[config.mk]
export PLATFORM = sky130hd
export DESIGN_NAME = bankers_safety_allocator
export DESIGN_NICKNAME = d
export VERILOG_FILES = /design/src/sv/bsa_pkg.sv /design/src/sv/bankers_safety_allocator.sv /design/src/sv/bsa_store.sv /design/src/sv/bsa_outreg.sv
export VERILOG_INCLUDE_DIRS = /design/src /design/src/sv
export SDC_FILE = /design/constraint.sdc
export NUM_CORES = 2
export LEC_CHECK = 0
export ABC_AREA = 1
export ABC_CLOCK_PERIOD_IN_PS = 9200
export BUFFER_PORTS_ARGS = -buffer_cell sky130_fd_sc_hd__buf_2
export CAP_MARGIN = 20
export CORE_ASPECT_RATIO = 0.5
export CORE_MARGIN = 3
export CORE_UTILIZATION = 55
export CTS_CLUSTER_DIAMETER = 150
export DETAILED_ROUTE_END_ITERATION = 16
export HOLD_SLACK_MARGIN = 0.15
export PLACE_DENSITY_LB_ADDON = 0.25
export SLEW_MARGIN = 20
export SYNTH_ARGS = -nofsm -noshare
export SYNTH_HDL_FRONTEND = slang
export SYNTH_HIERARCHICAL = 1
export SYNTH_SLANG_ARGS = --single-unit
export TNS_END_PERCENT = 50
[constraint.sdc]
create_clock -name clk -period 9.2 [get_ports clk]
set_input_delay 1.84 -clock clk [delete_from_list [all_inputs] [get_ports clk]]
set_output_delay 1.84 -clock clk [all_outputs]
set_load 0.01 [all_outputs]
[src/sv/bankers_safety_allocator_macros.svh]
// assertion macros used by the allocator top module
// no dependencies; included by files that carry checks
`ifndef BANKERS_SAFETY_ALLOCATOR_MACROS_SVH
`define BANKERS_SAFETY_ALLOCATOR_MACROS_SVH

// condition must hold on every clock while out of reset
`define BSA_CHECK(lbl, cond) \
    lbl: assert property (@(posedge clk) disable iff (!rst_n) (cond)) \
        else $error("allocator check failed");

// trigger implies the consequence on the following clock
`define BSA_CHECK_NEXT(lbl, trig, cons) \
    lbl: assert property (@(posedge clk) disable iff (!rst_n) (trig) |=> (cons)) \
        else $error("allocator sequence check failed");

`endif

[src/sv/bsa_pkg.sv]
// shared types, codes and sizes of the banker's safety allocator
// no dependencies
package bsa_pkg;

    localparam int MAX_PROCESSES  = 16;
    localparam int RESOURCE_TYPES = 6;
    localparam int AVAIL_W        = 13;
    localparam int WORK_W         = 14;

    localparam logic [1:0] KIND_SET_AVAIL = 2'd0;
    localparam logic [1:0] KIND_LOAD      = 2'd1;
    localparam logic [1:0] KIND_REQUEST   = 2'd2;
    localparam logic [1:0] KIND_QUERY     = 2'd3;

    localparam logic [2:0] ST_OK         = 3'd0;
    localparam logic [2:0] ST_OVER_NEED  = 3'd1;
    localparam logic [2:0] ST_MUST_WAIT  = 3'd2;
    localparam logic [2:0] ST_UNSAFE     = 3'd3;
    localparam logic [2:0] ST_ALLOC_MAX  = 3'd4;
    localparam logic [2:0] ST_BAD_INDEX  = 3'd5;

    localparam logic CFG_PROC_COUNT = 1'b0;
    localparam logic CFG_RES_COUNT  = 1'b1;

    typedef struct packed {
        logic [1:0] kind;
        logic [3:0] process;
        logic [2:0] resource;
        logic [7:0] amount;
        logic [7:0] alloc_amount;
        logic [7:0] req_0;
        logic [7:0] req_1;
        logic [7:0] req_2;
        logic [7:0] req_3;
        logic [7:0] req_4;
        logic [7:0] req_5;
    } cmd_t;

    typedef struct packed {
        logic [2:0] status;
        logic       safe;
        logic [3:0] seq_process;
        logic       last;
    } rsp_t;

endpackage

[src/sv/bankers_safety_allocator.sv]
// top level of the banker's safety allocator: sequencer, available counts,
// safety walk; depends on bsa_pkg, bsa_store, bsa_outreg and the macro header
//
//  channel   signals                                 direction  handshake
//  cmd       cmd_valid cmd_stall cmd                 in         valid && !stall
//  rsp       rsp_valid rsp_stall rsp                 out        valid && !stall
//  cfg       cfg_valid cfg_ready cfg_index cfg_data  in         valid && ready
//
// set available and index errors go to the result state, load via its check
// state, over-need and must-wait via the request check; results are registered in
// the output register. Query: walk init, walk; request: request check, walk init,
// walk, rollback if unsafe. The walk reads one process row per cycle from the row
// memory, n passes of n processes; then n results if safe, else one. Reset sets
// 1 process, 6 resources, clears the available vector and row-valid bits at once
// a stalled result holds the sequencer only where it has a new result to give
`include "bankers_safety_allocator_macros.svh"
module bankers_safety_allocator #(
    parameter int MAX_PROCESSES  = bsa_pkg::MAX_PROCESSES,
    parameter int RESOURCE_TYPES = bsa_pkg::RESOURCE_TYPES
) (
    input  logic          clk,
    input  logic          rst_n,
    input  logic          cmd_valid,
    output logic          cmd_stall,
    input  bsa_pkg::cmd_t cmd,
    output logic          rsp_valid,
    input  logic          rsp_stall,
    output bsa_pkg::rsp_t rsp,
    input  logic          cfg_valid,
    output logic          cfg_ready,
    input  logic          cfg_index,
    input  logic [4:0]    cfg_data
);

    localparam int CAP   = (MAX_PROCESSES < 16) ? MAX_PROCESSES : 16;
    localparam int PAW   = $clog2(MAX_PROCESSES);
    localparam int CW    = $clog2(CAP);
    localparam int HALF  = RESOURCE_TYPES * 8;
    localparam int ROW_W = 2 * HALF;
    localparam int AW    = bsa_pkg::AVAIL_W;
    localparam int WW    = bsa_pkg::WORK_W;

    typedef enum logic [3:0] {
        S_IDLE, S_LD_CHK, S_REQ_CHK, S_WALK_INIT, S_WALK, S_ROLLBACK, S_RESULT, S_EMIT
    } state_t;

    state_t state_reg;

    // configuration
    logic [4:0] pcount_reg;
    logic [2:0] rcount_reg;
    logic [4:0] n_eff;
    logic [2:0] m_eff;

    assign cfg_ready = 1'b1;

    always_comb
    begin
        if (pcount_reg == 5'd0)
            n_eff = 5'd1;
        else if (32'(pcount_reg) > CAP)
            n_eff = 5'(CAP);
        else
            n_eff = pcount_reg;
        if (rcount_reg == 3'd0)
            m_eff = 3'd1;
        else if (32'(rcount_reg) > RESOURCE_TYPES)
            m_eff = 3'(RESOURCE_TYPES);
        else
            m_eff = rcount_reg;
    end

    // latched item and working state
    bsa_pkg::cmd_t      cmd_reg;
    logic               is_req_reg;
    logic [2:0]         status_reg;
    logic signed [AW-1:0] avail_reg [RESOURCE_TYPES];
    logic signed [AW-1:0] avail_save_reg [RESOURCE_TYPES];
    logic signed [WW-1:0] work_reg [RESOURCE_TYPES];
    logic [ROW_W-1:0]   old_row_reg;
    logic [CAP-1:0]     fin_reg;
    logic [3:0]         order_reg [CAP];
    logic [4:0]         found_reg;
    logic [3:0]         j_reg;
    logic [3:0]         pass_reg;
    logic [3:0]         k_reg;

    // row memory
    logic             st_we;
    logic [PAW-1:0]   st_waddr;
    logic [ROW_W-1:0] st_wdata;
    logic             st_re;
    logic [PAW-1:0]   st_raddr;
    logic [ROW_W-1:0] st_rdata;

    bsa_store #(
        .ROWS  (MAX_PROCESSES),
        .ROW_W (ROW_W)
    ) u_store (
        .clk   (clk),
        .rst_n (rst_n),
        .we    (st_we),
        .waddr (st_waddr),
        .wdata (st_wdata),
        .re    (st_re),
        .raddr (st_raddr),
        .rdata (st_rdata)
    );

    // output register
    logic          out_push;
    logic          out_free;
    bsa_pkg::rsp_t out_item;

    bsa_outreg u_out (
        .clk       (clk),
        .rst_n     (rst_n),
        .push      (out_push),
        .din       (out_item),
        .free      (out_free),
        .rsp_valid (rsp_valid),
        .rsp_stall (rsp_stall),
        .rsp       (rsp)
    );

    assign cmd_stall = (state_reg != S_IDLE);

    // request vector of the latched item
    logic [7:0] req_a [6];
    assign req_a[0] = cmd_reg.req_0;
    assign req_a[1] = cmd_reg.req_1;
    assign req_a[2] = cmd_reg.req_2;
    assign req_a[3] = cmd_reg.req_3;
    assign req_a[4] = cmd_reg.req_4;
    assign req_a[5] = cmd_reg.req_5;

    // per-resource checks on the row just read
    logic [7:0]         alloc_e [RESOURCE_TYPES];
    logic [7:0]         need_e  [RESOURCE_TYPES];
    logic               over_need;
    logic               over_avail;
    logic [ROW_W-1:0]   grant_row;
    logic [ROW_W-1:0]   load_row;
    logic               fits;
    logic signed [WW-1:0] work_next [RESOURCE_TYPES];
    logic signed [AW+1:0] load_sum;
    logic signed [AW-1:0] load_sat;
    logic [7:0]         old_alloc;

    always_comb
    begin
        over_need  = 1'b0;
        over_avail = 1'b0;
        grant_row  = st_rdata;
        load_row   = st_rdata;
        old_alloc  = 8'd0;
        fits       = !fin_reg[j_reg[CW-1:0]];
        for (int r = 0; r < RESOURCE_TYPES; r++)
        begin
            alloc_e[r]   = st_rdata[r*8 +: 8];
            need_e[r]    = st_rdata[HALF + r*8 +: 8];
            work_next[r] = work_reg[r];
            if (r < 32'(m_eff))
            begin
                if (req_a[r] > need_e[r])
                    over_need = 1'b1;
                if ($signed({5'b0, req_a[r]}) > avail_reg[r])
                    over_avail = 1'b1;
                grant_row[r*8 +: 8]        = alloc_e[r] + req_a[r];
                grant_row[HALF + r*8 +: 8] = need_e[r] - req_a[r];
                if ($signed({6'b0, need_e[r]}) > work_reg[r])
                    fits = 1'b0;
            end
            if (r == 32'(cmd_reg.resource))
            begin
                old_alloc                 = alloc_e[r];
                load_row[r*8 +: 8]        = cmd_reg.alloc_amount;
                load_row[HALF + r*8 +: 8] = cmd_reg.amount - cmd_reg.alloc_amount;
            end
        end
        for (int r = 0; r < RESOURCE_TYPES; r++)
        begin
            if (fits && r < 32'(m_eff))
                work_next[r] = work_reg[r] + $signed({6'b0, alloc_e[r]});
        end
    end

    // available count after a reload, saturating
    logic signed [AW-1:0] avail_sel;
    always_comb
    begin
        avail_sel = avail_reg[0];
        for (int r = 0; r < RESOURCE_TYPES; r++)
        begin
            if (r == 32'(cmd_reg.resource))
                avail_sel = avail_reg[r];
        end
        load_sum = $signed({{2{avail_sel[AW-1]}}, avail_sel})
                 + $signed({7'b0, old_alloc}) - $signed({7'b0, cmd_reg.alloc_amount});
        if (load_sum > $signed(15'd4095))
            load_sat = 13'sd4095;
        else if (load_sum < -$signed(15'd4096))
            load_sat = -13'sd4096;
        else
            load_sat = load_sum[AW-1:0];
    end

    // walk bookkeeping
    logic       j_is_last;
    logic       walk_done;
    logic [4:0] found_next;
    logic [3:0] j_next;
    logic       walk_safe;

    assign j_is_last  = (5'(j_reg) + 5'd1 == n_eff);
    assign walk_done  = j_is_last && (5'(pass_reg) + 5'd1 == n_eff);
    assign found_next = fits ? found_reg + 5'd1 : found_reg;
    assign j_next     = j_is_last ? 4'd0 : j_reg + 4'd1;
    assign walk_safe  = (found_next == n_eff);

    // memory port selection
    always_comb
    begin
        st_we    = 1'b0;
        st_waddr = PAW'(cmd_reg.process);
        st_wdata = grant_row;
        st_re    = 1'b0;
        st_raddr = PAW'(cmd.process);
        case (state_reg)
            S_IDLE:
            begin
                st_re = cmd_valid;
            end
            S_LD_CHK:
            begin
                st_we    = 1'b1;
                st_wdata = load_row;
            end
            S_REQ_CHK:
            begin
                st_we = !over_need && !over_avail;
            end
            S_WALK_INIT:
            begin
                st_re    = 1'b1;
                st_raddr = '0;
            end
            S_WALK:
            begin
                st_re    = !walk_done;
                st_raddr = PAW'(j_next);
            end
            S_ROLLBACK:
            begin
                st_we    = 1'b1;
                st_wdata = old_row_reg;
            end
            default:
            begin
                st_re = 1'b0;
            end
        endcase
    end

    // result item selection
    logic k_is_last;
    assign k_is_last = (5'(k_reg) + 5'd1 == n_eff);

    always_comb
    begin
        out_push = 1'b0;
        out_item = '{status: status_reg, safe: 1'b0, seq_process: 4'd0, last: 1'b1};
        case (state_reg)
            S_RESULT:
            begin
                out_push = 1'b1;
            end
            S_EMIT:
            begin
                out_push = 1'b1;
                out_item = '{status: bsa_pkg::ST_OK, safe: 1'b1,
                             seq_process: order_reg[k_reg[CW-1:0]], last: k_is_last};
            end
            default:
            begin
                out_push = 1'b0;
            end
        endcase
    end

    // sequencer
    always_ff @(posedge clk or negedge rst_n)
    begin
        if (!rst_n)
        begin
            state_reg  <= S_IDLE;
            pcount_reg <= 5'd1;
            rcount_reg <= 3'd6;
            found_reg  <= '0;
            fin_reg    <= '0;
            for (int r = 0; r < RESOURCE_TYPES; r++)
                avail_reg[r] <= '0;
        end
        else
        begin
            if (cfg_valid)
            begin
                case (cfg_index)
                    bsa_pkg::CFG_PROC_COUNT: pcount_reg <= cfg_data;
                    bsa_pkg::CFG_RES_COUNT:  rcount_reg <= cfg_data[2:0];
                    default:                 pcount_reg <= pcount_reg;
                endcase
            end
            case (state_reg)
                S_IDLE:
                begin
                    if (cmd_valid)
                    begin
                        cmd_reg    <= cmd;
                        is_req_reg <= (cmd.kind == bsa_pkg::KIND_REQUEST);
                        status_reg <= bsa_pkg::ST_OK;
                        case (cmd.kind)
                            bsa_pkg::KIND_SET_AVAIL:
                            begin
                                state_reg <= S_RESULT;
                                if (cmd.resource >= m_eff)
                                    status_reg <= bsa_pkg::ST_BAD_INDEX;
                                else
                                    avail_reg[cmd.resource] <= AW'(cmd.amount);
                            end
                            bsa_pkg::KIND_LOAD:
                            begin
                                if (5'(cmd.process) >= n_eff || cmd.resource >= m_eff)
                                begin
                                    status_reg <= bsa_pkg::ST_BAD_INDEX;
                                    state_reg  <= S_RESULT;
                                end
                                else if (cmd.alloc_amount > cmd.amount)
                                begin
                                    status_reg <= bsa_pkg::ST_ALLOC_MAX;
                                    state_reg  <= S_RESULT;
                                end
                                else
                                    state_reg <= S_LD_CHK;
                            end
                            bsa_pkg::KIND_REQUEST:
                            begin
                                if (5'(cmd.process) >= n_eff)
                                begin
                                    status_reg <= bsa_pkg::ST_BAD_INDEX;
                                    state_reg  <= S_RESULT;
                                end
                                else
                                    state_reg <= S_REQ_CHK;
                            end
                            default:
                            begin
                                state_reg <= S_WALK_INIT;
                            end
                        endcase
                    end
                end
                S_LD_CHK:
                begin
                    avail_reg[cmd_reg.resource] <= load_sat;
                    state_reg <= S_RESULT;
                end
                S_REQ_CHK:
                begin
                    if (over_need)
                    begin
                        status_reg <= bsa_pkg::ST_OVER_NEED;
                        state_reg  <= S_RESULT;
                    end
                    else if (over_avail)
                    begin
                        status_reg <= bsa_pkg::ST_MUST_WAIT;
                        state_reg  <= S_RESULT;
                    end
                    else
                    begin
                        // tentative grant, old row and counts kept for rollback
                        old_row_reg <= st_rdata;
                        for (int r = 0; r < RESOURCE_TYPES; r++)
                        begin
                            avail_save_reg[r] <= avail_reg[r];
                            if (r < 32'(m_eff))
                                avail_reg[r] <= avail_reg[r] - $signed({5'b0, req_a[r]});
                        end
                        state_reg <= S_WALK_INIT;
                    end
                end
                S_WALK_INIT:
                begin
                    for (int r = 0; r < RESOURCE_TYPES; r++)
                        work_reg[r] <= WW'(avail_reg[r]);
                    fin_reg   <= '0;
                    found_reg <= '0;
                    j_reg     <= 4'd0;
                    pass_reg  <= 4'd0;
                    state_reg <= S_WALK;
                end
                S_WALK:
                begin
                    if (fits)
                    begin
                        for (int r = 0; r < RESOURCE_TYPES; r++)
                            work_reg[r] <= work_next[r];
                        fin_reg[j_reg[CW-1:0]]       <= 1'b1;
                        order_reg[found_reg[CW-1:0]] <= j_reg;
                    end
                    found_reg <= found_next;
                    j_reg     <= j_next;
                    if (j_is_last)
                        pass_reg <= pass_reg + 4'd1;
                    if (walk_done)
                    begin
                        k_reg <= 4'd0;
                        if (walk_safe)
                            state_reg <= S_EMIT;
                        else if (is_req_reg)
                            state_reg <= S_ROLLBACK;
                        else
                        begin
                            status_reg <= bsa_pkg::ST_OK;
                            state_reg  <= S_RESULT;
                        end
                    end
                end
                S_ROLLBACK:
                begin
                    for (int r = 0; r < RESOURCE_TYPES; r++)
                        avail_reg[r] <= avail_save_reg[r];
                    status_reg <= bsa_pkg::ST_UNSAFE;
                    state_reg  <= S_RESULT;
                end
                S_RESULT:
                begin
                    if (out_free)
                        state_reg <= S_IDLE;
                end
                S_EMIT:
                begin
                    if (out_free)
                    begin
                        k_reg <= k_reg + 4'd1;
                        if (k_is_last)
                            state_reg <= S_IDLE;
                    end
                end
                default:
                begin
                    state_reg <= S_IDLE;
                end
            endcase
        end
    end

    // while walking, the walk never finds more processes than are in use
    `BSA_CHECK(a_found_bound, state_reg != S_WALK || found_reg <= n_eff)
    // no row write while the walk is reading rows
    `BSA_CHECK(a_no_write_in_walk, !(st_we && state_reg == S_WALK))
    // the final item of a safe sequence returns the sequencer to idle
    `BSA_CHECK_NEXT(a_emit_end, state_reg == S_EMIT && out_free && k_is_last,
                    state_reg == S_IDLE)

endmodule

[src/sv/bsa_store.sv]
// per-process row memory: allocation and remaining need of every resource
// uses nothing from the package; one write port, one registered read port
module bsa_store #(
    parameter int ROWS  = 16,
    parameter int ROW_W = 96
) (
    input  logic                    clk,
    input  logic                    rst_n,
    input  logic                    we,
    input  logic [$clog2(ROWS)-1:0] waddr,
    input  logic [ROW_W-1:0]        wdata,
    input  logic                    re,
    input  logic [$clog2(ROWS)-1:0] raddr,
    output logic [ROW_W-1:0]        rdata
);

    logic [ROW_W-1:0] mem [ROWS];
    logic [ROWS-1:0]  written_reg;
    logic [ROW_W-1:0] rdata_reg;
    logic             rvalid_reg;

    // rows never written read as zero
    always_ff @(posedge clk or negedge rst_n)
    begin
        if (!rst_n)
        begin
            written_reg <= '0;
            rvalid_reg  <= 1'b0;
        end
        else
        begin
            if (we)
                written_reg[waddr] <= 1'b1;
            if (re)
                rvalid_reg <= written_reg[raddr];
        end
    end

    always_ff @(posedge clk)
    begin
        if (we)
            mem[waddr] <= wdata;
        if (re)
            rdata_reg <= mem[raddr];
    end

    assign rdata = rvalid_reg ? rdata_reg : '0;

endmodule

[src/sv/bsa_outreg.sv]
// result output register between the sequencer and the result channel
// depends on bsa_pkg for the result item type
module bsa_outreg (
    input  logic          clk,
    input  logic          rst_n,
    input  logic          push,
    input  bsa_pkg::rsp_t din,
    output logic          free,
    output logic          rsp_valid,
    input  logic          rsp_stall,
    output bsa_pkg::rsp_t rsp
);

    logic          valid_reg;
    bsa_pkg::rsp_t data_reg;

    assign free      = !valid_reg || !rsp_stall;
    assign rsp_valid = valid_reg;
    assign rsp       = data_reg;

    always_ff @(posedge clk or negedge rst_n)
    begin
        if (!rst_n)
            valid_reg <= 1'b0;
        else if (free)
            valid_reg <= push;
    end

    always_ff @(posedge clk)
    begin
        if (free && push)
            data_reg <= din;
    end

endmodule
==> impl_metrics.yaml <==
placed_design:
  placement.cell_area_sq_um: 105000
  dp_hpwl_um: 203000
  dp_cells: 11700
  port-buffer-count: 94
  dp_slack_ps: 2180
  place_congestion: 1.01
clocking:
  clock_latency_ps: 880
  htreeDepth: 4
  clockBufferDepth: 4
  cts.repair.resized: 0
  cts_tree: "built"
  holdBufCountCts: 0
  clock-sinks: 2182
  clkTransAtPathRegs_ps: 60
  cts_root_buffer: "clkbuf_16"
  cts_inserted_buffers: 197
  cts_setup_buffers: 0
critical_path:
  worst_setup_path_start_kind: "register"
  arrival_ps: 8030
  r2r_slack_ps: 1810
  crit_start: "cmd_reg[64]$_DFFE_PP_"
  ff2ff_path_depth: 25
  crit_type: "register to register"
  r2r-start: "cmd_reg[64]$_DFFE_PP_"
  cp_max_fo: 31
  r2r-end: "avail_reg[73]$_DFFE_PN0P_"
  required_ps: 9840
  worstSetupEndpointType: "register"
hold_path:
  whs_endpoint: "u_store/written_reg[6]$_DFFE_PN0P_"
  worstHoldStart: "u_store/written_reg[6]$_DFFE_PN0P_"
  hp-class: "register to register"
  hold_depth: 1
sta:
  holdWs_ps: 469
  hold_viol_final: 0
  skew_ps: 97.5
  final.period_utilization_pct: 80.3
  period_minus_slack_ps: 7390
  slew_violations: 0
  rsz0062_at_grt: "no"
  fmax_ghz: 0.135
  setup_viol: 0
  worst_pin_slew_ps: 1330
  relSlewSlack_pct: 11.2
  final.setup.worst_slack_ps: 1810
  tns_ps: 0
yosys:
  synth_edf_count: 2050
  ys_ff_latch: 2182
  synth-async-reset-ratio_pct: 5.87
  yosysTopAreaCell: "edfxtp_1"
  netlist_area_sq_um: 102000
  synth_nets: 9874
  avgSynthCellArea_sq_um: 10.8
  ys_seq_area_share_pct: 63.5
  ys.flop_type: "edfxtp_1"
  yosysTopAreaCellShare_pct: 60.3
  ys_types: 69
  synthTopCellsByArea: "edfxtp_1, nor2_1, o21ai_0"
  yosys_warnings: 6
  syn_inst: 9477
layout:
  drive_gt1_share_pct: 7.16
  syn2layout_area_growth_pct: 9.15
  final_area_sq_um: 112000
  finalCoreUtilization_pct: 60.6
  finalNonFillerCells: 12100
  nets: 9822
  largest_reg_flops: 1536
  layout_commonest_cell: "edfxtp_1"
  final_cell_mix: "edfxtp_1, nor2_1, nand2_1, o21ai_0, inv_1"
floorplanning:
  ios: 96
  start_util_pct: 55.6
  die_h_um: 311
  fp.dieArea_sq_um: 191000
  coreArea_sq_um: 184000
  die_width_um: 616
  fp-row-count: 111
global_route:
  grt_pass1_vias: 69400
  grt_overflow_total: 0
  track_usage_pct: 33.0
  grt_pass1_wl_um: 468000
  antenna_found_initial: 16
  grt_max_degree: 228
drt:
  firstDrtPassIters: 6
  drtAntennaViolNets: 0
  routedWlPerCell_um: 26.8
  vias_per_cell: 6.28
  via_count: 75700
  finalWirelength_um: 323000
  drc: 0
  first_iter_violations: 12200
pwr:
  leakagePower_nw: 40.7
  internal_power_mw: 22.0
  peakVddDrop_mv: 0.359
  p_total_mw: 38.3
  p_switching_mw: 16.3
  combPwrFrac_pct: 41.4
  seqPwrFrac_pct: 37.3
  p_sw_share_pct: 42.6
  powerDensity_nw_per_um2: 343
  clkPwrFrac_pct: 21.3
status:
  status: "finished clean"
run:
  max_cap_violations: 0
==> critical path, stage by stage (launching register included) <==
cell      delay [ps]
edfxtp_1         680
inv_1            630
nand2_1          570
buf_4            400
inv_1             80
buf_4            380
a22oi_1          170
a21oi_1          240
o22ai_1          130
a21oi_1          290
fa_1             480
ha_1             370
nand2_1          120
o21ai_0          100
nand2_1           90
nand3_1          140
nand2_1          140
inv_1             70
nor2_1           620
nand2_1          510
nand2_1          170
nand2_1          240
inv_1            180
nand2_1           60
a21oi_1          190
o21ai_0          120
==> synthesized netlist by cell type, types with 15 or more instances <==
cell and n:
edfxtp_1 2050, inv_2 16, dfrtp_1 125, ha_1 280
a21oi_1 399, o21ai_1 268, clkbuf_1 314, fa_1 33
xor2_1 95, o221ai_1 63, a22oi_1 20, nand3_1 456
nand4_1 59, buf_2 133, o211ai_1 448, o21bai_1 15
nand2_1 1181, buf_1 26, or2_2 34, xnor2_1 43
a211oi_1 22, o22ai_1 23, buf_4 31, nor3_1 33
o21ai_0 1004, inv_1 616, nor2_1 1526
==> cell families after synthesis <==
kind of cell / after synthesis / share of synthesized area, %
AO/OA/AOI/OAI: 2349 / 13.3
XOR/XNOR: 138 / 1.18
adder cells (fa/ha/maj): 313 / 4.08
buffers and inverters: 1149 / 4.58
flip-flops: 2182 / 63.5
multiplexers: 2 / 0.0220
other: 1 / 0.00367
AND/OR/NAND/NOR: 3343 / 13.4
==> power by group through the flow <==
stage | sequential (mW) | combinational (mW) | clock, mW
2_1_floorplan | 13.9 | 9.83 | 0
3_3_place_gp | 14.4 | 15.0 | 0
3_5_place_dp | 14.4 | 15.3 | 0
4_1_cts | 14.2 | 15.3 | 8.20
5_1_grt | 14.3 | 17.1 | 8.61
6_report | 14.3 | 15.8 | 8.16
==> per-layer routing <==
layer  up-vias  share of wire (%)  track usage (%)
met4         8                3.6             11.0
met1     36900                 41             50.0
met3       633                 15             10.8
met2      4655                 40             44.3
li1      33600                  -                -
met5         -              0.018                0
==> worst max-delay path by stage <==
stage                                           endpoint  slack [ps]  cells after the start
after global placement         avail_reg[73]$_DFFE_PN0P_        2240                     25
final                          avail_reg[73]$_DFFE_PN0P_        1810                     25
after floorplan           avail_save_reg[0][0]$_DFFE_PP_         460                     19
after global routing           avail_reg[73]$_DFFE_PN0P_        1570                     23
after CTS                      avail_reg[73]$_DFFE_PN0P_        2140                     25
after detailed placement       avail_reg[73]$_DFFE_PN0P_        2180                     25
==> final cells by class <==
cell class	count	area [sq um]
multi-input combinational	6146	33100
antenna	4	10.0
fill	14500	72400
timing repair buffer	264	1940
tap	2486	3110
sequential	2182	64800
clock inverter	91	933
clock buffer	253	5190
inverter	634	2400
No activity file was read; power rests on OpenSTA's default activity.
